<file path="config.mk">
export PLATFORM = sky130hd
export DESIGN_NAME = keuf_ctrl
export DESIGN_NICKNAME = d
export VERILOG_FILES = /design/src/rtl/core/keuf_pkg.sv /design/src/rtl/core/keuf_ctrl.sv
export SDC_FILE = /design/constraint.sdc
export NUM_CORES = 1
export LEC_CHECK = 0
export BUFFER_PORTS_ARGS = -buffer_cell sky130_fd_sc_hd__buf_2
export CAP_MARGIN = 20
export CORE_AREA = 2 2 39 41
export CTS_CLUSTER_SIZE = 14
export DETAILED_ROUTE_END_ITERATION = 8
export DIE_AREA = 0 0 41 43
export PLACE_DENSITY = 0.65
export SYNTH_ARGS = -nofsm -noshare
export SYNTH_HDL_FRONTEND = slang
export SYNTH_SLANG_ARGS = --single-unit
</file>
<file path="constraint.sdc">
create_clock -name i_clk -period 1.8 [get_ports i_clk]
set_input_delay 0.18 -clock i_clk [delete_from_list [all_inputs] [get_ports i_clk]]
set_output_delay 0.18 -clock i_clk [all_outputs]
set_load 0.01 [all_outputs]
</file>
<file path="src/rtl/core/keuf_pkg.sv">
// Package for the Kruskal edge union-find unit: widths, payload and control types.
`default_nettype none
package keuf_pkg;

    // Largest graph the parent table holds
    localparam int MAX_VERTICES = 1024;
    localparam int ADDR_W       = $clog2(MAX_VERTICES);
    localparam int CNT_W        = ADDR_W + 1;

    // Fixed field widths
    localparam int VERT_W   = 10;
    localparam int WEIGHT_W = 32;
    localparam int CFG_W    = 11;

    localparam logic [CFG_W-1:0] VC_RESET = CFG_W'(1024);

    typedef struct packed {
        logic                first_edge;
        logic [VERT_W-1:0]   from_vertex;
        logic [VERT_W-1:0]   to_vertex;
        logic [WEIGHT_W-1:0] edge_weight;
    } t_in_item;

    typedef struct packed {
        logic                chosen;
        logic [VERT_W-1:0]   out_from;
        logic [VERT_W-1:0]   out_to;
        logic [WEIGHT_W-1:0] out_weight;
        logic                tree_complete;
        logic                bad_vertex;
    } t_out_item;

    // Controller to datapath commands
    typedef struct packed {
        logic load;   // take the input item
        logic clr;    // write one identity entry of the sweep
        logic eval;   // range check, completion check, start the first walk
        logic find;   // compare fetched parent with the current vertex
        logic halve;  // path halving write and step
        logic emit;   // load the output register
    } t_cmd;

    // Datapath to controller status
    typedef struct packed {
        logic clr_last;  // sweep is at the last entry
        logic skip;      // edge is bad or tree already complete
        logic root_hit;  // current vertex is its own parent
        logic phase_b;   // walking from to_vertex
        logic out_free;  // output register can take a result
    } t_sts;

endpackage
`default_nettype wire

</file>
<file path="src/rtl/core/keuf_ctrl.sv">
// Controller: sequences table sweep, root walks, merge and result hand-off.
`default_nettype none
module keuf_ctrl (
    input  wire              i_clk,
    input  wire              i_rst_n,
    input  wire              i_in_valid,
    input  wire              i_first_edge,
    output logic             o_in_ready,
    input  wire keuf_pkg::t_sts i_sts,
    output keuf_pkg::t_cmd   o_cmd
);

    typedef enum logic [5:0] {
        S_CLEAR = 6'b000001,
        S_IDLE  = 6'b000010,
        S_EVAL  = 6'b000100,
        S_FIND  = 6'b001000,
        S_HALVE = 6'b010000,
        S_DONE  = 6'b100000
    } t_state;

    t_state r_state, n_state;
    logic   r_pend, n_pend;
    logic   in_acc;

    assign in_acc = i_in_valid && (r_state == S_IDLE);

    // Next state and commands
    always_comb begin
        n_state = r_state;
        n_pend  = r_pend;
        o_cmd   = '0;
        case (r_state)
            S_CLEAR: begin
                o_cmd.clr = 1'b1;
                if (i_sts.clr_last) begin
                    n_pend  = 1'b0;
                    n_state = r_pend ? S_EVAL : S_IDLE;
                end
            end
            S_IDLE: begin
                if (in_acc) begin
                    o_cmd.load = 1'b1;
                    if (i_first_edge) begin
                        n_pend  = 1'b1;
                        n_state = S_CLEAR;
                    end else begin
                        n_state = S_EVAL;
                    end
                end
            end
            S_EVAL: begin
                o_cmd.eval = 1'b1;
                n_state    = i_sts.skip ? S_DONE : S_FIND;
            end
            S_FIND: begin
                o_cmd.find = 1'b1;
                if (!i_sts.root_hit) begin
                    n_state = S_HALVE;
                end else if (i_sts.phase_b) begin
                    n_state = S_DONE;
                end
            end
            S_HALVE: begin
                o_cmd.halve = 1'b1;
                n_state     = S_FIND;
            end
            S_DONE: begin
                if (i_sts.out_free) begin
                    o_cmd.emit = 1'b1;
                    n_state    = S_IDLE;
                end
            end
            default: begin
                n_state = S_CLEAR;
                n_pend  = 1'b0;
            end
        endcase
    end

    always_ff @(posedge i_clk) begin
        if (!i_rst_n) begin
            r_state <= S_CLEAR;
            r_pend  <= 1'b0;
        end else begin
            r_state <= n_state;
            r_pend  <= n_pend;
        end
    end

    assign o_in_ready = (r_state == S_IDLE);

endmodule
`default_nettype wire

</file>
-- After elaboration in Yosys (flattened, before gate mapping)
Cells that the tools add are included.
- $add $sub $neg: 0
- multipliers: 0
- div/mod/pow operators: 0
- magnitude comparators: 0
- equal/unequal tests: 11
- shift-type cells: 0
- muxes and demuxes: 21
- bitwise operators: 1
- reduce and logical (&&, ||, !) cells: 4
- operators by type and width (cell ; count):
    6-bit two-way mux ; 6
    6-bit case mux with 6 select lines ; 1
    1-bit two-way mux ; 11
    4-bit AND reduction ; 2
    6-bit by 1-bit == test with 1-bit output (second input constant) ; 1
    6-bit by 2-bit == test with 1-bit output (second input constant) ; 1
    6-bit by 3-bit == test with 1-bit output (second input constant) ; 1
    6-bit by 4-bit == test with 1-bit output (second input constant) ; 1
    6-bit by 5-bit == test with 1-bit output (second input constant) ; 1
    6-bit == test (second input constant) ; 1
    3-bit two-way mux ; 2
    2-bit != test (second input constant) ; 3
    4-bit OR reduction ; 1
    3-bit != test (second input constant) ; 1
    1-bit case mux with 3 select lines ; 1
    2-bit by 1-bit != test with 1-bit output (second input constant) ; 1
    1-bit logical AND ; 1
    1-bit NOT ; 1
- register bits: 7
- latch bits: 0
- RAM bits: 0
- bits in read-only memories: 0
- bits of input ports: 9
- output and inout bits: 7
- logic and storage cells: 39
- memories: 0

-- Logic depth before layout (Yosys ltp)
- depth after elaboration: 4
- gate-level depth with buffers: 5

-- Least setup slack after synthesis
Ideal clock, no wire load.
- kind: reg-to-reg
- from: register r_state[2]
- to: register r_pend
- setup time: 0.100 ns
- arrival: 1.391 ns
- data required time: 1.700 ns
- setup slack: 0.310 ns
- cell stages (with the launch flop): 6
- cells stage by stage: dfxtp_1 -> buf_6 -> or4_4 -> nor3_2 -> a221oi_2 -> a2111oi_4
- word-level cells in the longest chain between the ends: 4
- elaborated cells on any way between the ends: 14
- those cells by class: 9 x eq/ne; 1 x mux; 1 x bitwise; 3 x reduce/logical
- RTL lines (what ; line ; RTL):
    start, declared ; keuf_ctrl.sv:22 ; t_state r_state, n_state;
    start signal, assigned ; keuf_ctrl.sv:86 ; r_state <= n_state;
    6-bit by 2-bit == test with 1-bit output (tied with other cells) ; keuf_ctrl.sv:26, keuf_ctrl.sv:33 ;
    1-bit logical AND / 4-bit OR reduction (equally long branches) ; n/a ;
    2-bit by 1-bit != test with 1-bit output (no line) / 1-bit NOT (equally long branches) ; n/a ;
    4-bit AND reduction (no line) ; n/a ;
    end signal, assigned ; keuf_ctrl.sv:87 ; r_pend <= n_pend;
    end, declared ; keuf_ctrl.sv:23 ; logic r_pend, n_pend;
Several ways; a longest one is shown, not always the timed one.
A chain may end at the register's enable or synchronous reset.

==> flow_summary_export.csv <==
group,metric,value,unit
status,outcome,"completed",
timing,fin_setup_tns,0,ps
synth,yosysUniqueCellTypes,34,
power_and_ir_drop,p_leak,0.000296,µW
finish,diodes,0,
synth,synth.top_cell.area_share,0.252,
floorplanning,start_util,0.401,
timing,fmax,580,MHz
timing,finalCritPeriodShare,0.958,
synth,avgSynthCellArea,8.17,µm²
floorplanning,ios,16,
place,post-place-cells,95,
finish,n_fill_cell,147,
drt,wl,1.24,mm
synth,synth_top_cell_by_area,"dfxtp_1",
critical_path,cp.arrival,1540,ps
finish,final_cells,99,
cts,clk_pin_slew_worst_paths,50,ps
timing,holdWs,126,ps
finish,final_cell_mix,"buf_2 (15), nor2_1 (7), dfxtp_1 (7)",
cts,clock_latency,240,ps
finish,area_growth,22.1,%
finish,fin_util,0.490,
worst_hold_path,hp-class,"input port to register",
power_and_ir_drop,swShare,0.390,
critical_path,rr_worst_depth,4,
timing,setup_viol,0,
finish,final_common_cell,"buf_2",
floorplanning,core-area,1380,µm²
floorplanning,die_x,41,µm
global_routing,antenna_found_initial,0,
critical_path,path_class,"register to primary output",
synth,synth_top_family_by_area,"simple AND/OR/NAND/NOR gates",
critical_path,crit_chain,"or4_4, nor2_1, buf_2",
global_routing,grt_use_total,0.168,
global_routing,gr-total-overflow,0,
global_routing,grt_pass1_vias,511,
drt,ant_nets,0,
drt,vias,536,
place,port_buffers,15,
critical_path,r2r_setup_slack,200,ps
worst_hold_path,holdCritStartpoint,"i_sts[2]",
drt,vias_per_cell,5.41,
power_and_ir_drop,p_switching,246,µW
critical_path,cp_slowest_stage_delay,590,ps
power_and_ir_drop,power.share.sequential,0.364,
synth,synth_area_leaders,"dfxtp_1 (25%), a2111oi_4 (5.0%), nor2_1 (4.7%), a21oi_1 (4.5%), nand3b_1 (4.1%)",
global_routing,grt_max_degree,13,
floorplanning,die-area,1760,µm²
synth,synth-compound-area-share,0.250,
power_and_ir_drop,pwr-share-clk,0.216,
floorplanning,rows,14,
cts,clockBufferDepth,2,
finish,finalNetCount,93,
drt,drtIter0Drc,8,
cts,cts_tree,"built",
finish,multi_input_area,398,µm²
timing,rsz0062_at_grt,"true",
finish,final_layout_size_suffix_gt1_frac,0.325,
place,dp_slack,251,ps
critical_path,slowest_stage,"or4_4",
cts,htreeDepth,1,
synth,synthMuxAreaShare,0.0203,
synth,ys_warn_count,0,
timing,min_period,1720,ps
timing,max_slew_margin,0.744,
drt,first_pass_iters,4,
critical_path,regToRegEndpoint,"r_pend$_SDFFE_PN0P_",
finish,final-seq-area,140,µm²
power_and_ir_drop,combPwrFrac,0.420,
power_and_ir_drop,internal_power,385,µW
synth,ys_seq_elements,7,
power_and_ir_drop,power_per_cell_area,930,nW/µm²
timing,slew_viol_final,0,
timing,layout_setup_ws,76.4,ps
synth,yosys.area_share.simple,0.376,
drt,wl_per_cell,12.5,µm
critical_path,crit_path_start,"r_state[2]$_SDFFE_PN0P_",
floorplanning,die_height,43,µm
place,place.detailed.hpwl,971,µm
critical_path,worstSetupEndpointType,"primary output",
critical_path,crit_end,"o_cmd[4]",
synth,seq_area_frac_synth,0.252,
job,maxCapViolations,0,
timing,hold_violations,0,
cts,cts_root_buf,"clkbuf_4",
synth,netlist_area,556,µm²
synth,netlist_instances,68,
synth,synth_fa_ha_area_frac,0,
synth,synth_nets,77,
power_and_ir_drop,vdd.ir_drop.worst,0.000530,V
timing,worst_slew_pin_slew,383,ps
global_routing,grt_pass1_wl,2.04,mm
cts,cts_buffers,3,
critical_path,startpoint_type,"register",
drt,drc,0,
synth,synth_xor_area_frac,0.0315,
critical_path,critPathMaxFanout,8,
timing,finalClockSkew,2.70,ps
critical_path,crit_required,1620,ps
place,gp_congestion,0.865,
cts,cts_sinks,7,
critical_path,r2r-start,"r_state[2]$_SDFFE_PN0P_",
worst max-delay path: cells and delay by family (launching register included):
family,cells,cell delay (ps)
flops,1,400
simple gates,2,750
buf+inv,1,150
stage by stage:
step                power, µW  cell area [µm²]
global route              676              678
CTS                       628              657
global placement          484              631
floorplan                 424              556
detailed placement        485              631
finish                    631              678
cell families after synthesis:
| group | count (synthesis) |
|---|---|
| DFF | 7 |
| xor gates and xnor gates | 2 |
| buffers and inverters | 8 |
| AOI/OAI and AO/OA | 17 |
| and+or+nand+nor | 33 |
| muxes | 1 |
metal layers:
layer	global-route usage	vias up	routed length, µm
met1	0.239	239	604
li1	-	286	-
met5	0	-	0
met4	0.107	0	10
met3	0.0157	2	33
met2	0.231	9	587
repair_timing:
| action | CTS | global route |
|---|---|---|
| setup buffers | 0 | 0 |
| hold buffers | 0 | 0 |
| setup endpoints to repair | 0 | 4 |
| hold endpoints to repair | 0 | 0 |
| resized for setup | 0 | 3 |
synth_stat cells:
master and instances:
nand2_1 1, nand3_1 1, nor3b_1 3, nor2_1 7, buf_6 1, nor2b_1 1
buf_2 1, a221oi_2 1, a2bb2oi_1 1, a21oi_1 5, and3_1 2, inv_1 3
or4_4 1, o2111ai_1 2, and3b_1 1, nor3_2 2, o21ai_1 2, xnor2_1 1
dfxtp_1 7, o21a_1 1, o21ai_0 1, a31oi_1 1, a2111oi_4 1, nand4b_1 2
nand3b_1 3, o211ai_1 1, xor2_1 1, nand2b_1 1, and2_1 3, clkbuf_1 3
a32oi_1 1, nor4_1 2, mux2_2 1, nor3_1 3
sequential cells by signal, indices dropped and copies added, names as in the netlist:
signal	cells
r_pend	1
r_state	6
power by group through the flow:
stage / clock network, µW / logic [µW] / registers [µW]
after global placement: 0 / 256 / 228
final: 136 / 265 / 230
after CTS: 144 / 259 / 225
after global routing: 150 / 293 / 233
after detailed placement: 0 / 256 / 229
after floorplan: 0 / 237 / 187
worst min-delay path by stage:
stage	end	slack [ps]	cells after the start
6_report	r_state[4]$_SDFFE_PN0P_	130	2
5_1_grt	r_state[4]$_SDFFE_PN0P_	120	2
4_1_cts	r_state[4]$_SDFFE_PN0P_	120	2
3_5_place_dp	r_state[4]$_SDFFE_PN0P_	380	2
3_3_place_gp	r_state[4]$_SDFFE_PN0P_	380	2
2_1_floorplan	r_state[4]$_SDFFE_PN0P_	260	1
final cells by class:
class / instances / share of cell area
repair buffers: 16 / 0.122
well taps: 16 / 0.0295
clock buffers: 4 / 0.0387
inverters: 3 / 0.0166
multi-input cells: 53 / 0.587
flip-flops and latches: 7 / 0.207
No activity file was read; power rests on OpenSTA's default activity.
